File: src/rtl/core/fcie_pkg.sv
package fcie_pkg;

   localparam int CharWidth = 8;
   localparam int AddrHalfWidth = 64;

   typedef enum logic [2:0] {
      SYN_BETWEEN = 3'd0,
      SYN_KEY     = 3'd1,
      SYN_BEFORE  = 3'd2,
      SYN_TOKEN   = 3'd3,
      SYN_QUOTED  = 3'd4
   } syn_state_type;

   localparam logic [2:0] KEY_NONE = 3'd0;
   localparam logic [2:0] KEY_F    = 3'd1;
   localparam logic [2:0] KEY_FO   = 3'd2;
   localparam logic [2:0] KEY_FOR  = 3'd3;
   localparam logic [2:0] KEY_FAIL = 3'd4;

   localparam logic [1:0] STATUS_NONE    = 2'd0;
   localparam logic [1:0] STATUS_PUBLIC  = 2'd1;
   localparam logic [1:0] STATUS_PRIVATE = 2'd2;

   localparam logic [7:0] CH_SPACE  = 8'h20;
   localparam logic [7:0] CH_SEMI   = 8'h3B;
   localparam logic [7:0] CH_COMMA  = 8'h2C;
   localparam logic [7:0] CH_EQUAL  = 8'h3D;
   localparam logic [7:0] CH_QUOTE  = 8'h22;
   localparam logic [7:0] CH_BSLASH = 8'h5C;
   localparam logic [7:0] CH_COLON  = 8'h3A;
   localparam logic [7:0] CH_DOT    = 8'h2E;
   localparam logic [7:0] CH_LBRACK = 8'h5B;
   localparam logic [7:0] CH_RBRACK = 8'h5D;

   // Byte address width; the register index is the word address above bits 1:0.
   localparam int CsrAddrWidth = 3;
   localparam logic [0:0] REG_PARSE_MODE = 1'b0;

   typedef struct packed {
      logic [2:0] octets;
      logic       saw_digit;
      logic       bad;
   } v4_info_type;

   typedef struct packed {
      logic [3:0]  count;
      logic [3:0]  gap_pos;
      logic        has_gap;
      logic [2:0]  xdigits;
      logic [15:0] val;
      logic [1:0]  nchars;
      logic        lead;
      logic        colon_end;
      logic        tail;
      logic        bad;
   } v6_info_type;

   typedef struct packed {
      logic       started;
      logic       bracket;
      logic       closed;
      logic [1:0] colons;
      logic       prefix_ok;
   } tok_flags_type;

   typedef struct packed {
      logic found;
      logic is_public;
      logic is_v6;
   } best_info_type;

   // Complete candidate state between the input and result registers.
   typedef struct packed {
      tok_flags_type tok;
      logic [31:0]   prefix_v4;
      logic [23:0]   v4_accum;
      logic [8:0]    v4_part;
      v4_info_type   v4;
      logic [127:0]  groups;
      v6_info_type   v6;
   } cand_type;

   typedef struct packed {
      logic        ok;
      logic        is_v6;
      logic [63:0] hi;
      logic [63:0] lo;
   } cand_result_type;

   function automatic logic is_delim(input logic [7:0] c);
      return (c == CH_SPACE) || (c == CH_SEMI) || (c == CH_COMMA);
   endfunction

   function automatic logic [4:0] hex_of(input logic [7:0] c);
      logic [4:0] r;
      r = 5'h10;
      if (c >= 8'h30 && c <= 8'h39) r = {1'b0, 4'(c - 8'h30)};
      else if (c >= 8'h61 && c <= 8'h66) r = {1'b0, 4'(c - 8'h61 + 8'd10)};
      else if (c >= 8'h41 && c <= 8'h46) r = {1'b0, 4'(c - 8'h41 + 8'd10)};
      return r;
   endfunction

endpackage

File: src/rtl/core/fcie_cand.sv
module fcie_cand
   import fcie_pkg::*;
(
   input  cand_type        cand_q,
   input  logic            restart,
   input  logic            feed,
   input  logic [7:0]      char_byte,
   output cand_type        cand_d,
   output cand_result_type result
);

   cand_type        base;
   cand_type        nx;
   logic [4:0]      hx;
   logic [8:0]      nv;
   logic            v4_ok_base;
   logic            v4_restart;
   logic            do_addr;
   logic            v6_skip;

   always_comb begin
      base = cand_q;
      if (restart) base = '0;
      nx = base;
      hx = hex_of(char_byte);
      v4_ok_base = !base.v4.bad && base.v4.octets == 3'd4;
      do_addr = 1'b0;
      v4_restart = 1'b0;
      nv = '0;
      v6_skip = 1'b0;
      if (feed) begin
         if (!base.tok.started) begin
            nx.tok.started = 1'b1;
         end
         if (!base.tok.started && char_byte == CH_LBRACK) begin
            nx.tok.bracket = 1'b1;
         end else if (base.tok.bracket) begin
            if (!base.tok.closed) begin
               if (char_byte == CH_RBRACK) nx.tok.closed = 1'b1;
               else do_addr = 1'b1;
            end
         end else begin
            if (char_byte == CH_COLON) begin
               if (base.tok.colons == 2'd0) begin
                  nx.tok.prefix_ok = v4_ok_base;
                  nx.prefix_v4 = {base.v4_accum, base.v4_part[7:0]};
               end
               if (base.tok.colons < 2'd2) nx.tok.colons = base.tok.colons + 2'd1;
            end
            do_addr = 1'b1;
         end
      end
      if (do_addr) begin
         // IPv4 side
         if (char_byte == CH_COLON && !base.v6.tail) begin
            nx.v4_accum = '0;
            nx.v4_part = '0;
            nx.v4 = '0;
            v4_restart = 1'b1;
         end else if (!base.v4.bad) begin
            if (hx[4] == 1'b0 && char_byte >= 8'h30 && char_byte <= 8'h39) begin
               nv = 9'(base.v4_part * 9'd10) + 9'(hx[3:0]);
               if ((base.v4.saw_digit && base.v4_part == 9'd0) || base.v4_part > 9'd25
                   || nv > 9'd255) begin
                  nx.v4.bad = 1'b1;
               end else begin
                  nx.v4_part = nv;
                  if (!base.v4.saw_digit) begin
                     nx.v4.octets = base.v4.octets + 3'd1;
                     if (base.v4.octets >= 3'd4) nx.v4.bad = 1'b1;
                     else nx.v4.saw_digit = 1'b1;
                  end
               end
            end else if (char_byte == CH_DOT && base.v4.saw_digit) begin
               if (base.v4.octets >= 3'd4) nx.v4.bad = 1'b1;
               else begin
                  nx.v4_accum = {base.v4_accum[15:0], base.v4_part[7:0]};
                  nx.v4_part = '0;
                  nx.v4.saw_digit = 1'b0;
               end
            end else begin
               nx.v4.bad = 1'b1;
            end
         end
         // IPv6 side; the dotted tail check uses the IPv4 bad flag after its update
         if (!base.v6.bad) begin
            if (base.v6.nchars == 2'd0 && char_byte == CH_COLON) begin
               nx.v6.lead = 1'b1;
               nx.v6.nchars = 2'd1;
               v6_skip = 1'b1;
            end else if (base.v6.nchars == 2'd1 && base.v6.lead && char_byte != CH_COLON) begin
               nx.v6.bad = 1'b1;
               v6_skip = 1'b1;
            end
            if (!v6_skip) begin
               if (base.v6.nchars < 2'd2) nx.v6.nchars = base.v6.nchars + 2'd1;
               if (!base.v6.tail) begin
                  nx.v6.colon_end = 1'b0;
                  if (!hx[4]) begin
                     if (base.v6.xdigits >= 3'd4) nx.v6.bad = 1'b1;
                     else begin
                        nx.v6.val = {base.v6.val[11:0], hx[3:0]};
                        nx.v6.xdigits = base.v6.xdigits + 3'd1;
                     end
                  end else if (char_byte == CH_COLON) begin
                     if (base.v6.xdigits == 3'd0) begin
                        if (base.v6.has_gap) nx.v6.bad = 1'b1;
                        else begin
                           nx.v6.has_gap = 1'b1;
                           nx.v6.gap_pos = base.v6.count;
                        end
                     end else if (base.v6.count >= 4'd8) begin
                        nx.v6.bad = 1'b1;
                     end else begin
                        nx.groups[16*(7-base.v6.count[2:0]) +: 16] = base.v6.val;
                        nx.v6.count = base.v6.count + 4'd1;
                        nx.v6.val = '0;
                        nx.v6.xdigits = '0;
                        nx.v6.colon_end = 1'b1;
                     end
                  end else if (char_byte == CH_DOT && base.v6.count <= 4'd6
                               && !nx.v4.bad && !v4_restart) begin
                     nx.v6.tail = 1'b1;
                     nx.v6.xdigits = '0;
                  end else begin
                     nx.v6.bad = 1'b1;
                  end
               end
            end
         end
      end
      cand_d = nx;
   end

   // Evaluation of the updated candidate.
   logic [127:0] g;
   logic [127:0] gs;
   logic [3:0]   n;
   logic [3:0]   k;
   logic         v6_ok;
   logic [31:0]  v4v;
   logic [63:0]  hi;
   logic [63:0]  lo;

   always_comb begin
      g = nx.groups;
      n = nx.v6.count;
      v4v = {nx.v4_accum, nx.v4_part[7:0]};
      v6_ok = !(nx.v6.bad || nx.v6.nchars == 2'd0 || (nx.v6.lead && nx.v6.nchars < 2'd2)
                || nx.v6.colon_end || n > 4'd8);
      if (nx.v6.tail) begin
         if (!(!nx.v4.bad && nx.v4.octets == 3'd4) || n > 4'd6) v6_ok = 1'b0;
         else begin
            g[16*(7-n[2:0]) +: 16] = v4v[31:16];
            g[16*(6-n[2:0]) +: 16] = v4v[15:0];
         end
         n = n + 4'd2;
      end else if (nx.v6.xdigits != 3'd0) begin
         if (n >= 4'd8) v6_ok = 1'b0;
         else g[16*(7-n[2:0]) +: 16] = nx.v6.val;
         n = n + 4'd1;
      end
      gs = g;
      k = '0;
      if (nx.v6.has_gap) begin
         if (n >= 4'd8 || nx.v6.gap_pos > n) v6_ok = 1'b0;
         else begin
            k = n - nx.v6.gap_pos;
            // groups below gap stay; the k groups at gap move to the end
            for (int i = 0; i < 8; i++) begin
               if (i >= 8 - k) gs[16*(7-i) +: 16] = g[16*(7-(i-(8-k)-0+nx.v6.gap_pos)) +: 16];
               else if (i >= nx.v6.gap_pos) gs[16*(7-i) +: 16] = 16'h0;
            end
         end
         n = 4'd8;
      end
      if (n != 4'd8) v6_ok = 1'b0;
      hi = gs[127:64];
      lo = gs[63:0];
      result = '0;
      if (nx.tok.bracket) begin
         result.ok = nx.tok.closed && v6_ok;
         result.is_v6 = 1'b1;
         result.hi = hi;
         result.lo = lo;
      end else if (nx.tok.colons == 2'd0) begin
         result.ok = !nx.v4.bad && nx.v4.octets == 3'd4;
         result.lo = {32'h0, v4v};
      end else if (nx.tok.colons == 2'd1) begin
         result.ok = nx.tok.prefix_ok;
         result.lo = {32'h0, nx.prefix_v4};
      end else begin
         result.ok = v6_ok;
         result.is_v6 = 1'b1;
         result.hi = hi;
         result.lo = lo;
      end
      if (result.is_v6 && result.hi == 64'h0 && result.lo[63:32] == 32'h0000FFFF) begin
         result.is_v6 = 1'b0;
         result.lo = {32'h0, result.lo[31:0]};
      end
   end

endmodule

File: src/rtl/core/fcie_select.sv
module fcie_select
   import fcie_pkg::*;
(
   input  best_info_type   best_q,
   input  logic [63:0]     best_hi_q,
   input  logic [63:0]     best_lo_q,
   input  logic            eval,
   input  cand_result_type cand,
   output best_info_type   best_d,
   output logic [63:0]     best_hi_d,
   output logic [63:0]     best_lo_d
);

   logic priv;
   logic [31:0] a;
   logic [15:0] top;

   always_comb begin
      a = cand.lo[31:0];
      top = cand.hi[63:48];
      if (cand.is_v6) begin
         priv = (cand.hi == 64'h0 && cand.lo == 64'h1) || ((top & 16'hFFC0) == 16'hFE80)
                || ((top & 16'hFFC0) == 16'hFEC0) || ((top[15:8] & 8'hFE) == 8'hFC);
      end else begin
         priv = (a & 32'hFF000000) == 32'h0A000000 || (a & 32'hFFF00000) == 32'hAC100000
                || (a & 32'hFFFF0000) == 32'hC0A80000 || (a & 32'hFF000000) == 32'h7F000000
                || (a & 32'hFFFF0000) == 32'hA9FE0000 || (a & 32'hFFC00000) == 32'h64400000;
      end
      best_d = best_q;
      best_hi_d = best_hi_q;
      best_lo_d = best_lo_q;
      if (eval && cand.ok && !(best_q.found && best_q.is_public) && (!priv || !best_q.found))
      begin
         best_d.found = 1'b1;
         best_d.is_public = !priv;
         best_d.is_v6 = cand.is_v6;
         best_hi_d = cand.hi;
         best_lo_d = cand.lo;
      end
   end

endmodule

File: src/rtl/core/forwarded_client_ip_extractor.sv
// Channel  | Direction | Payload
// req      | in        | tdata[7:0] char_byte, tlast is_last
// rsp      | out       | tdata[1:0] status, [2] is_v6, [66:3] addr_high, [130:67] addr_low
// csr      | in        | register 0 parse_mode (bit 0)
// One byte is accepted per cycle while req_tready is high; the parser state updates in the cycle it is taken.
// The result for a header value is registered when its last byte is taken and shown from that register.
// A waiting result stalls req only if another last byte arrives before rsp is taken.
// Reset is synchronous and returns to the start of a header value with parse_mode 0.
module forwarded_client_ip_extractor
   import fcie_pkg::*;
(
   input  logic          clock,
   input  logic          reset,
   input  logic          req_tvalid,
   output logic          req_tready,
   input  logic [7:0]    req_tdata,   // char_byte
   input  logic          req_tlast,   // is_last
   output logic          rsp_tvalid,
   input  logic          rsp_tready,
   output logic [135:0]  rsp_tdata,   // status, is_v6, addr_high, addr_low, zero pad
   input  logic          csr_psel,
   input  logic          csr_penable,
   input  logic          csr_pwrite,
   input  logic [CsrAddrWidth-1:0] csr_paddr,
   input  logic [31:0]   csr_pwdata,
   output logic [31:0]   csr_prdata,
   output logic          csr_pready
);

   logic            mode_ff;
   syn_state_type   syn_ff, syn_in;
   logic [2:0]      key_ff, key_in;
   logic            want_ff, want_in;
   logic            esc_ff, esc_in;
   cand_type        cand_ff, cand_in;
   best_info_type   best_ff, best_in, best_sel;
   logic [63:0]     hi_ff, hi_in, lo_ff, lo_in, hi_sel, lo_sel;
   logic            out_v_ff, out_v_in;
   logic [135:0]    out_ff;
   logic            c_restart, c_feed, c_eval;
   logic            acc, cfg_wr, mode_wr;
   logic [7:0]      c, lc;
   cand_type        cand_new;
   cand_result_type cres;

   assign csr_pready = 1'b1;
   assign csr_prdata = {31'h0, mode_ff};
   assign cfg_wr = csr_psel && csr_penable && csr_pwrite;
   assign mode_wr = cfg_wr && csr_paddr[2] == REG_PARSE_MODE;
   assign req_tready = !out_v_ff || rsp_tready || !req_tlast;
   assign acc = req_tvalid && req_tready;
   assign out_v_in = (acc && req_tlast && !mode_wr) || (out_v_ff && !rsp_tready);
   assign rsp_tvalid = out_v_ff;
   assign rsp_tdata = out_ff;
   assign c = req_tdata;
   assign lc = c | 8'h20;

   always_comb begin
      syn_in = syn_ff; key_in = key_ff; want_in = want_ff; esc_in = esc_ff;
      c_restart = 1'b0; c_feed = 1'b0; c_eval = 1'b0;
      if (!mode_ff) begin
         case (syn_ff)
            SYN_BETWEEN: begin
               if (!is_delim(c)) begin
                  key_in = (lc == 8'h66) ? KEY_F : KEY_FAIL;
                  syn_in = SYN_KEY;
               end
            end
            SYN_KEY: begin
               if (c == CH_EQUAL) begin
                  want_in = (key_ff == KEY_FOR);
                  syn_in = SYN_BEFORE;
               end else if (key_ff == KEY_F && lc == 8'h6F) key_in = KEY_FO;
               else if (key_ff == KEY_FO && lc == 8'h72) key_in = KEY_FOR;
               else key_in = KEY_FAIL;
            end
            SYN_BEFORE: begin
               if (c == CH_QUOTE) begin
                  c_restart = 1'b1; esc_in = 1'b0; syn_in = SYN_QUOTED;
               end else if (is_delim(c)) syn_in = SYN_BETWEEN;
               else begin
                  c_restart = 1'b1; c_feed = 1'b1; syn_in = SYN_TOKEN;
               end
            end
            SYN_TOKEN: begin
               if (is_delim(c)) begin
                  c_eval = want_ff; syn_in = SYN_BETWEEN;
               end else begin
                  c_feed = 1'b1; c_eval = req_tlast && want_ff;
               end
            end
            SYN_QUOTED: begin
               if (esc_ff) begin
                  c_feed = 1'b1; esc_in = 1'b0;
               end else if (c == CH_QUOTE) begin
                  c_eval = want_ff; syn_in = SYN_BETWEEN;
               end else begin
                  if (c == CH_BSLASH) esc_in = 1'b1;
                  c_feed = 1'b1;
               end
            end
            default: syn_in = SYN_BETWEEN;
         endcase
      end else begin
         if (syn_ff != SYN_TOKEN) begin
            if (c != CH_SPACE && c != CH_COMMA) begin
               c_restart = 1'b1; c_feed = 1'b1; syn_in = SYN_TOKEN;
            end
         end else if (c == CH_COMMA) begin
            c_eval = 1'b1; syn_in = SYN_BETWEEN;
         end else c_feed = 1'b1;
         if (req_tlast && syn_in == SYN_TOKEN) c_eval = 1'b1;
      end
   end

   fcie_cand u_cand (
      .cand_q(cand_ff), .restart(c_restart), .feed(c_feed), .char_byte(c),
      .cand_d(cand_new), .result(cres)
   );

   fcie_select u_sel (
      .best_q(best_ff), .best_hi_q(hi_ff), .best_lo_q(lo_ff), .eval(c_eval),
      .cand(cres), .best_d(best_sel), .best_hi_d(hi_sel), .best_lo_d(lo_sel)
   );

   always_comb begin
      cand_in = cand_new;
      best_in = best_sel; hi_in = hi_sel; lo_in = lo_sel;
      if (req_tlast) begin
         best_in = '0; hi_in = '0; lo_in = '0;
      end
   end

   always_ff @(posedge clock) begin
      if (reset) begin
         mode_ff <= 1'b0;
         syn_ff <= SYN_BETWEEN; key_ff <= KEY_NONE; want_ff <= 1'b0; esc_ff <= 1'b0;
         cand_ff <= '0; best_ff <= '0; hi_ff <= '0; lo_ff <= '0;
         out_v_ff <= 1'b0;
      end else begin
         out_v_ff <= out_v_in;
         if (mode_wr) begin
            mode_ff <= csr_pwdata[0];
            syn_ff <= SYN_BETWEEN; key_ff <= KEY_NONE; want_ff <= 1'b0; esc_ff <= 1'b0;
            cand_ff <= '0; best_ff <= '0; hi_ff <= '0; lo_ff <= '0;
         end else if (acc) begin
            if (req_tlast) begin
               syn_ff <= SYN_BETWEEN; key_ff <= KEY_NONE; want_ff <= 1'b0; esc_ff <= 1'b0;
               cand_ff <= '0;
            end else begin
               syn_ff <= syn_in; key_ff <= key_in; want_ff <= want_in; esc_ff <= esc_in;
               cand_ff <= cand_in;
            end
            best_ff <= best_in; hi_ff <= hi_in; lo_ff <= lo_in;
         end
      end
   end

   always_ff @(posedge clock) begin
      if (acc && req_tlast) begin
         if (best_sel.found)
            out_ff <= {5'h0, lo_sel, hi_sel, best_sel.is_v6,
                       best_sel.is_public ? STATUS_PUBLIC : STATUS_PRIVATE};
         else
            out_ff <= {5'h0, 128'h0, 1'b0, STATUS_NONE};
      end
   end

`ifndef SYNTHESIS
   a_hold: assert property (@(posedge clock) disable iff (reset)
      rsp_tvalid && !rsp_tready |=> rsp_tvalid && $stable(rsp_tdata))
      else $error("result changed while stalled");
   a_status: assert property (@(posedge clock) disable iff (reset)
      rsp_tvalid |-> rsp_tdata[1:0] != 2'd3)
      else $error("bad status code");
   a_none: assert property (@(posedge clock) disable iff (reset)
      rsp_tvalid && rsp_tdata[1:0] == STATUS_NONE |-> rsp_tdata[135:2] == '0)
      else $error("empty result carries data");
`endif

endmodule

File: config.mk
export PLATFORM = sky130hd
export DESIGN_NAME = forwarded_client_ip_extractor
export DESIGN_NICKNAME = d
export VERILOG_FILES = /design/src/rtl/core/fcie_pkg.sv /design/src/rtl/core/fcie_cand.sv /design/src/rtl/core/fcie_select.sv /design/src/rtl/core/forwarded_client_ip_extractor.sv
export SDC_FILE = /design/constraint.sdc
export NUM_CORES = 2
export LEC_CHECK = 0
export BUFFER_PORTS_ARGS = -buffer_cell sky130_fd_sc_hd__buf_2
export CORE_UTILIZATION = 26
export DETAILED_ROUTE_END_ITERATION = 10
export PLACE_DENSITY = 0.37
export REMOVE_ABC_BUFFERS = 1
export SYNTH_ARGS = -nofsm -noshare
export SYNTH_HDL_FRONTEND = slang
export SYNTH_SLANG_ARGS = --single-unit
File: constraint.sdc
create_clock -name clock -period 18.4 [get_ports clock]
set_input_delay 0.92 -clock clock [delete_from_list [all_inputs] [get_ports clock]]
set_output_delay 0.92 -clock clock [all_outputs]
set_load 0.01 [all_outputs]
# After elaboration in Yosys (flattened, before gate mapping)
# Cells that the tools add are included.
[word_totals]
regBits = 515
latch_bits = 0
ram_bits = 0
rom_bits = 0
inputBits = 51
output_inout_bits = 171
wordCells = 462
memories = 0
[classes]
add_sub_neg = 45
n_mul = 1
n_div = 0
magnitude_cmp = 36
n_eq_ne = 50
shifts = 15
n_mux = 185
bitwise = 2
n_reduce_logical = 93
[ops]
columns = ["operator", "count"]
rows = [
  ["indexed part select 128 x 33 -> 16 bit", 8],
  ["2-to-1 mux 128 bit", 6],
  ["bitwise mux 128 bit", 4],
  ["indexed part select 16 x 34 -> 128 bit", 4],
  ["2-to-1 mux 238 bit", 2],
  ["2-to-1 mux 64 bit", 7],
  ["variable shift 16 x 34 -> 128 bit (first input constant)", 3],
  ["subtractor 3 x 28 -> 28 bit (first input constant)", 12],
  ["2-to-1 mux 137 bit", 2],
  ["2-to-1 mux 16 bit", 17],
  ["2-to-1 mux 132 bit", 2],
  ["adder 28 x 4 -> 28 bit", 8],
  ["2-to-1 mux 200 bit", 1],
  ["2-to-1 mux 162 bit", 1],
  ["2-to-1 mux 158 bit", 1],
  ["2-to-1 mux 156 bit", 1],
  ["2-to-1 mux 38 bit", 4],
  ["2-to-1 mux 130 bit", 1],
  ["2-to-1 mux 65 bit", 2],
  ["greater-or-equal comparator 3 x 32 -> 1 bit (first input constant)", 4],
  ["negation 32 -> 34 bit", 3],
  ["2-to-1 mux 33 bit", 3],
  ["2-to-1 mux 3 bit", 27],
  ["2-to-1 mux 19 bit", 4],
  ["78 further kinds", 300],
]

# Logic depth before layout (Yosys ltp)
[logic_depth]
depth_word = 58
ltp_mapped = 64
ltp_nobuf = 47

# Modules after synthesis
# Synthesis repeated with hierarchy kept, for this count alone.
[hier_totals]
hier_cells = 5733
hier_area_um2 = 44441.4
[modules_own_cells]
columns = ["mod", "instances", "cells_per_inst", "area_each_um2", "seq_area_each_um2"]
rows = [
  ["fcie_cand", 1, 3825, 23642.7, 0.0],
  ["forwarded_client_ip_extractor", 1, 1687, 18167.4, 11521.0],
  ["fcie_select", 1, 221, 2631.3, 0.0],
]

# Least setup slack after synthesis
# OpenSTA, ideal clock, no wires.
[synth_path]
kind = "input-to-reg"
from = "in req_tdata[1]"
to = "reg out_ff[76] (netlist: rsp_tdata[76]) (data pin)"
setup_ns = 0.271
arrival_time_ns = 14.132
required_time_ns = 18.129
path_slack_ns = 3.997
stages = 62
path_buffers = 18
path_cell_list = "inv_1 -> ha_1 -> clkbuf_1 -> and3b_1 -> o2111a_1 -> nor2_2 -> nor2_1 -> buf_2 -> clkbuf_1 -> clkbuf_1 -> buf_1 -> buf_1 -> clkbuf_1 -> clkbuf_1 -> nand2_1 -> ha_1 -> clkbuf_1 -> nand4b_1 -> [... 26 more ...] -> and2_1 -> o211a_1 -> and2_1 -> clkbuf_1 -> a32o_1 -> nor4_1 -> o211ai_1 -> or4_1 -> nor4_1 -> nand2_1 -> or4_4 -> o21ai_4 -> o22a_1 -> and2_1 -> clkbuf_1 -> buf_4 -> buf_2 -> o31ai_1"
[synth_between]
elab_chain_len = 56
word_cells_on_any_way = 336
[synth_rtl]
columns = ["element", "line", "source"]
rows = [
  ["start, declared", "forwarded_client_ip_extractor.sv:16", "input logic [7:0] req_tdata,"],
  ["== test 8 x 6 -> 1 bit", "fcie_pkg.sv:91", "return (c == CH_SPACE) || (c == CH_SEMI) || (c == CH_COMMA);"],
  ["logical OR 1 bit (2 in a row)", "fcie_pkg.sv:91", ""],
  ["2-to-1 mux 1 bit", "forwarded_client_ip_extractor.sv:80, forwarded_client_ip_extractor.sv:86", ""],
  ["2-to-1 mux 1 bit", "forwarded_client_ip_extractor.sv:78", "if (c == CH_QUOTE) begin"],
  ["2-to-1 mux 1 bit", "forwarded_client_ip_extractor.sv:62", "case (syn_ff)"],
  ["2-to-1 mux 1 bit", "forwarded_client_ip_extractor.sv:61", "if (!mode_ff) begin"],
  ["2-to-1 mux 238 bit", "fcie_cand.sv:23", "if (restart) base = '0;"],
  ["multiplier 9 x 3 -> 8 bit or zero test 9 bit (tied branches)", "fcie_cand.sv:62, fcie_cand.sv:63", ""],
  ["[... 38 more ...]", "--", ""],
  ["logical AND 1 bit", "fcie_select.sv:22", "priv = (cand.hi == 64'h0 && cand.lo == 64'h1) || ((top & 16'hFFC0) == 16'hFE80)"],
  ["logical OR 1 bit", "fcie_select.sv:22", ""],
  ["logical OR 1 bit (2 in a row)", "fcie_select.sv:23", "|| ((top & 16'hFFC0) == 16'hFEC0) || ((top[15:8] & 8'hFE) == 8'hFC);"],
  ["2-to-1 mux 1 bit", "fcie_select.sv:21", "if (cand.is_v6) begin"],
  ["zero test 1 bit", "fcie_select.sv:32", "if (eval && cand.ok && !(best_q.found && best_q.is_public) && (!priv || !best_q.found))"],
  ["logical OR 1 bit", "fcie_select.sv:32", ""],
  ["logical AND 1 bit", "fcie_select.sv:32", ""],
  ["2-to-1 mux 64 bit or 2-to-1 mux 3 bit (tied branches)", "fcie_select.sv:32", ""],
  ["end signal, assigned", "forwarded_client_ip_extractor.sv:162", "out_ff <= {5'h0, lo_sel, hi_sel, best_sel.is_v6,"],
  ["end signal, assigned", "forwarded_client_ip_extractor.sv:165", "out_ff <= {5'h0, 128'h0, 1'b0, STATUS_NONE};"],
  ["end, declared", "forwarded_client_ip_extractor.sv:39", "logic [135:0] out_ff;"],
]
# Several ways; a longest one is shown, not always the timed one. The select of a mux whose other input is x is not followed.
# A chain may end at the register's enable or synchronous reset.

# Final worst setup path
[layout_path]
from = "in req_tdata[0]"
to = "reg out_ff[82] (netlist: rsp_tdata[82]) (data pin)"
# The elaborated chain is that of the path after synthesis.

==> flow_summary.html <==
<table>
<tr><th>Metric</th><th>Value</th></tr>
<tr><th colspan="2">Floorplanning</th></tr>
<tr><td>Die height</td><td>412 um</td></tr>
<tr><td>I/O pin count</td><td>222</td></tr>
<tr><td>Die area</td><td>between 0.15 and 0.2 sq mm</td></tr>
<tr><td>Starting density of the core</td><td>26.2%</td></tr>
<tr><td>Number of placement rows</td><td>150</td></tr>
<tr><td>Die X-Extent</td><td>412 um</td></tr>
<tr><td>Area of the core</td><td>0.167 sq mm</td></tr>
<tr><th colspan="2">CTS</th></tr>
<tr><td>Insertion delay to the later sink of the worst-skew pair</td><td>0.73 ns</td></tr>
<tr><td>Longest Clk Path Bufs</td><td>3</td></tr>
<tr><td>Clk sink count</td><td>around 500</td></tr>
<tr><td>CTS H-tree depth</td><td>3</td></tr>
<tr><td>Number of post-CTS setup repair buffers</td><td>0</td></tr>
<tr><td>Buffer type at the clock tree root</td><td>sky130_fd_sc_hd__clkbuf_16</td></tr>
<tr><td>Number of buffers inserted for hold repair after clock tree synthesis</td><td>0</td></tr>
<tr><td>CTS clock-pin slew for the worst setup and hold paths</td><td>0.06 ns</td></tr>
<tr><td>CTS tree</td><td>done</td></tr>
<tr><td>Post_cts resized</td><td>0</td></tr>
<tr><td>TritonCTS buffer count</td><td>67</td></tr>
<tr><th colspan="2">STA</th></tr>
<tr><td>Hold Fails Final Rpt</td><td>0</td></tr>
<tr><td>Hold slack final</td><td>0.412 ns</td></tr>
<tr><td>Max_slew headroom</td><td>-7.69%</td></tr>
<tr><td>RSZ-0062 raised after global routing</td><td>false</td></tr>
<tr><td>Maximum clock skew at final layout</td><td>0.0211 ns</td></tr>
<tr><td>Final critical-path share of the clock period</td><td>85.6%</td></tr>
<tr><td>Max-slew violation total from the final report</td><td>9</td></tr>
<tr><td>Final setup TNS</td><td>0 ns</td></tr>
<tr><td>Shortest period the worst path allows</td><td>approximately 16 ns</td></tr>
<tr><td># setup viols final</td><td>0</td></tr>
<tr><td>Max Freq</td><td>63.5 MHz</td></tr>
<tr><td>Actual slew at the worst max-slew pin</td><td>1.62 ns</td></tr>
<tr><th colspan="2">Setup path</th></tr>
<tr><td>Worst Path Required</td><td>18.86 ns</td></tr>
<tr><td>CP peak stage delay</td><td>0.88 ns</td></tr>
<tr><td>Reg-to-reg startpoint</td><td>syn_ff[1]</td></tr>
<tr><td>Family with the most delay on the worst path</td><td>simple AND/OR/NAND/NOR gates</td></tr>
<tr><td>Highest-delay cell along the critical path</td><td>sky130_fd_sc_hd__nor4_2</td></tr>
<tr><td>Most common cell type on the critical path</td><td>sky130_fd_sc_hd__ha_1</td></tr>
<tr><td>Max Fanout on Critical Path</td><td>26</td></tr>
<tr><td>Reg2reg path depth</td><td>45</td></tr>
<tr><td>Nature of the critical path startpoint</td><td>input port</td></tr>
<tr><td>Buffer and inverter count on the worst path</td><td>9</td></tr>
<tr><td>R2r setup slk</td><td>2.69 ns</td></tr>
<tr><td>Endpoint of the lowest-slack register-to-register path</td><td>rsp_tdata[82]</td></tr>
<tr><td>Data arrival time of the critical path</td><td>~16 ns</td></tr>
<tr><td>Kind of critical path</td><td>in -&gt; reg</td></tr>
<tr><td>CP endpoint kind</td><td>register</td></tr>
<tr><th colspan="2">Power</th></tr>
<tr><td>Final Total Pwr</td><td>3.15 mW</td></tr>
<tr><td>Areal power density over the cells</td><td>approximately 62 mW/mm^2</td></tr>
<tr><td>IR drop worst, VDD</td><td>0.0770 mV</td></tr>
<tr><td>Reported leakage power</td><td>17.6 nW</td></tr>
<tr><th colspan="2">Hold path</th></tr>
<tr><td>Hold path start</td><td>reset</td></tr>
<tr><td>Hold endpoint</td><td>mode_ff</td></tr>
<tr><td>Class of the worst hold path</td><td>in -&gt; reg</td></tr>
<tr><td>Number of cells on the worst hold path</td><td>2</td></tr>
<tr><th colspan="2">Logic synthesis</th></tr>
<tr><td>Dominant cell type by area after synthesis</td><td>sky130_fd_sc_hd__dfxtp_1</td></tr>
<tr><td>Number of instances in the synthesized netlist</td><td>5793</td></tr>
<tr><td>Portion of the post-synthesis area used by sequential elements</td><td>26.3%</td></tr>
<tr><td>Primary flip-flop cell chosen by synthesis mapping</td><td>sky130_fd_sc_hd__dfxtp_1</td></tr>
<tr><td>Cell with the most instances after synthesis</td><td>sky130_fd_sc_hd__nor2_1</td></tr>
<tr><td>Yosys warns</td><td>0</td></tr>
<tr><td>Post-synthesis instance area</td><td>0.0438 sq mm</td></tr>
<tr><td>Leading post-synthesis cells by cell area</td><td>sky130_fd_sc_hd__dfxtp_1 (17%), sky130_fd_sc_hd__edfxtp_1 (9.0%), sky130_fd_sc_hd__nor2_1 (5.8%), sky130_fd_sc_hd__nand2_1 (4.6%), sky130_fd_sc_hd__a22oi_1 (4.4%)</td></tr>
<tr><td>Basic-gate share of the synthesized area counting and, or, nand and nor cells</td><td>23.6%</td></tr>
<tr><td>Mean Syn Cell Area</td><td>7.56 sq um</td></tr>
<tr><td>Number of synthesized flops with an enable pin</td><td>about 130</td></tr>
<tr><td>Proportion of synthesized flip-flops having asynchronous set or reset</td><td>0%</td></tr>
<tr><td>Portion of synthesized cell area occupied by the leading cell type</td><td>17.3%</td></tr>
<tr><td>Largest family of logic cells by synthesized area</td><td>compound AO/OA/AOI/OAI gates</td></tr>
<tr><td>Mux contribution to synthesized area</td><td>6.73%</td></tr>
<tr><td>List of most frequent post-synthesis cells</td><td>sky130_fd_sc_hd__nor2_1 (679), sky130_fd_sc_hd__nand2_1 (539), sky130_fd_sc_hd__dfxtp_1 (379)</td></tr>
<tr><td>Synthesized-area fraction occupied by ao, oa, aoi and oai cells</td><td>34.4%</td></tr>
<tr><td>XOR/XNOR Fraction of Synth Area</td><td>0.697%</td></tr>
<tr><td>Post-Synth Adder-Cell Area</td><td>2.03%</td></tr>
<tr><td>Distinct cells, synth</td><td>121</td></tr>
<tr><td>Synthesis-stage register bit count</td><td>510</td></tr>
<tr><th colspan="2">Route</th></tr>
<tr><td>Avg Vias per Cell</td><td>6.68</td></tr>
<tr><td>Detailed-routing wirelength on met1</td><td>~150000 um</td></tr>
<tr><td>Wire length per cell</td><td>44.2 um</td></tr>
<tr><td>Met2 routed wirelength</td><td>around 150000 um</td></tr>
<tr><td>Total met3 wirelength after detailed routing</td><td>33600 um</td></tr>
<tr><td>Wire length reported by the detailed router</td><td>360000 um</td></tr>
<tr><td>Top Metal Used</td><td>met5</td></tr>
<tr><td>Number of nets still failing antenna checks after routing</td><td>0</td></tr>
<tr><td>Number of remaining DRC errors</td><td>0</td></tr>
<tr><td>Via total after detailed routing</td><td>54422</td></tr>
<tr><td>Pre-Repair DR Iteration Count</td><td>9</td></tr>
<tr><td>Iteration-0 DRC count of the detailed router</td><td>about 8000</td></tr>
<tr><th colspan="2">Cells and area</th></tr>
<tr><td>Share of cells above drive strength 1</td><td>15.6%</td></tr>
<tr><td>Signed area change from the synthesized netlist to the final layout</td><td>16.1%</td></tr>
<tr><td>Post-layout instance count excluding filler cells</td><td>8141</td></tr>
<tr><td>Nets@finish</td><td>~6000</td></tr>
<tr><th colspan="2">GRT</th></tr>
<tr><td>Via count of the first global-routing pass</td><td>~49000</td></tr>
<tr><td>Antenna violations before repair</td><td>28</td></tr>
<tr><td>Global-route usage over all layers</td><td>40.9%</td></tr>
<tr><td>Total overflow reported by the global router</td><td>0</td></tr>
<tr><td>Maximum number of pins on one net before global-route repair</td><td>79</td></tr>
<tr><td>Wire length of the first global-routing pass</td><td>473000 um</td></tr>
<tr><th colspan="2">Job</th></tr>
<tr><td>Max-capacitance violation count</td><td>2</td></tr>
<tr><th colspan="2">Placed design</th></tr>
<tr><td>Instance count after placement with tap cells included</td><td>7998</td></tr>
<tr><td>IO buf count</td><td>151</td></tr>
<tr><td>Post-DP HPWL</td><td>~280000 um</td></tr>
<tr><td>Routability Congestion</td><td>roughly 1.1</td></tr>
<tr><th colspan="2">Status</th></tr>
<tr><td>Failing checks</td><td>capacitance limit, slew limit</td></tr>
<tr><td>Outcome</td><td>complete, but fails checks</td></tr>
</table>
-- metal layers --
layer / GRT usage [%] / vias up
li1: - / 22436
met1: 53.7 / 27621
met2: 59.5 / 3495
met3: 9.06 / 860
met4: 27.7 / 10
met5: 0 / -
-- cell type report --
class                   count  area (sq um)
flip-flops and latches    510         11500
repair buffers            529          3710
inverters                  77           289
clock inverters            33           289
multi-input cells        4680         30400
fillers                 18337        116000
well taps                2204          2760
diodes                     20          50.0
clock buffers              88          1910
-- worst register-to-register path: cells and delay by family (launching register included) --
kind / cells / cell delay [ns]
buffers and inverters: 7 / 1.77
adder cells (fa/ha/maj): 5 / 2.55
flip-flops: 1 / 0.63
AND/OR/NAND/NOR: 18 / 6.05
XOR/XNOR: 3 / 0.73
AO/OA/AOI/OAI: 12 / 3.71
-- worst max path at each step --
stage | start | endpoint | slack (ns) | cells after the start
after floorplan | req_tdata[4] | rsp_tdata[3] | -11.75 | 23
after global placement | req_tdata[0] | rsp_tdata[18] | 2.48 | 48
after detailed placement | req_tdata[0] | rsp_tdata[18] | 2.42 | 48
after CTS | req_tdata[0] | rsp_tdata[18] | 3.17 | 48
after global routing | req_tdata[0] | rsp_tdata[18] | 2.20 | 48
final | req_tdata[0] | rsp_tdata[82] | 2.64 | 48
-- cells by family (layout without fill, tap and decap cells) --
kind of cell	after synthesis	in the layout
other	2	57
xor gates and xnor gates	34	34
AOI/OAI and AO/OA	2100	2100
and+or+nand+nor	2188	2188
buffers and inverters	638	727
DFF	510	510
muxes	257	257
adders and majority gates	64	64
-- sequential cells by signal, summed over array words and instances (netlist names) --
| name | count |
|---|---|
| cand_ff | 238 |
| rsp_tdata | 131 |
| hi_ff | 64 |
| lo_ff | 64 |
| best_ff | 3 |
| key_ff | 3 |
| syn_ff | 3 |
| esc_ff | 1 |
| mode_ff | 1 |
| rsp_tvalid | 1 |
| want_ff | 1 |
-- placed cells by master (no fill, tap or decap), types with 22 or more instances in the layout --
| master | Yosys | layout |
|---|---|---|
| sky130_fd_sc_hd__a211o_1 | 29 | 29 |
| sky130_fd_sc_hd__a211oi_1 | 104 | 92 |
| sky130_fd_sc_hd__a21o_1 | 44 | 44 |
| sky130_fd_sc_hd__a21oi_1 | 325 | 311 |
| sky130_fd_sc_hd__a221oi_1 | 23 | 22 |
| sky130_fd_sc_hd__a22o_1 | 108 | 108 |
| sky130_fd_sc_hd__a22oi_1 | 259 | 258 |
| sky130_fd_sc_hd__a31oi_1 | 72 | 63 |
| sky130_fd_sc_hd__a32o_1 | 119 | 119 |
| sky130_fd_sc_hd__and2_1 | 65 | 63 |
| sky130_fd_sc_hd__and3_1 | 74 | 73 |
| sky130_fd_sc_hd__buf_2 | 69 | 151 |
| sky130_fd_sc_hd__buf_4 | 59 | 367 |
| sky130_fd_sc_hd__clkbuf_16 | 0 | 67 |
| sky130_fd_sc_hd__conb_1 | 2 | 37 |
| sky130_fd_sc_hd__dfxtp_1 | 379 | 378 |
| sky130_fd_sc_hd__edfxtp_1 | 131 | 131 |
| sky130_fd_sc_hd__ha_1 | 52 | 51 |
| sky130_fd_sc_hd__inv_1 | 68 | 68 |
| sky130_fd_sc_hd__mux2_2 | 59 | 59 |
| sky130_fd_sc_hd__mux2i_1 | 172 | 172 |
| sky130_fd_sc_hd__mux4_2 | 24 | 24 |
| sky130_fd_sc_hd__nand2_1 | 539 | 536 |
| sky130_fd_sc_hd__nand2b_1 | 46 | 45 |
| sky130_fd_sc_hd__nand3_1 | 304 | 303 |
| sky130_fd_sc_hd__nand4_1 | 71 | 71 |
| sky130_fd_sc_hd__nor2_1 | 679 | 671 |
| sky130_fd_sc_hd__nor2b_1 | 22 | 22 |
| sky130_fd_sc_hd__nor3_1 | 150 | 144 |
| sky130_fd_sc_hd__nor4_1 | 65 | 59 |
| sky130_fd_sc_hd__o211ai_1 | 108 | 108 |
| sky130_fd_sc_hd__o21ai_0 | 323 | 311 |
| sky130_fd_sc_hd__o21ai_1 | 25 | 27 |
| sky130_fd_sc_hd__o221ai_1 | 35 | 32 |
| sky130_fd_sc_hd__o22ai_1 | 98 | 96 |
| sky130_fd_sc_hd__o31ai_1 | 71 | 67 |
| sky130_fd_sc_hd__or3_1 | 43 | 43 |
-- metrics by stage --
step | utilization, % | setup WS, ns | area, sq um
2_1_floorplan | - | -11.75 | 41500
3_3_place_gp | 29.1 | 2.48 | 48600
3_5_place_dp | 29.1 | 2.42 | 48600
4_1_cts | 30.4 | 3.17 | 50800
5_1_grt | 30.4 | 2.20 | 50800
6_report | 30.4 | 2.64 | 50900
-- power breakdown --
part / total (mW) / internal, mW / leakage, nW / switching [mW]
sequential: 1.17 / 1.16 / 4.25 / 0.00663
combinational: 0.635 / 0.151 / 12.3 / 0.484
clock: 1.35 / 0.773 / 1.07 / 0.577
Note: power is estimated with default switching activity, not from simulation.
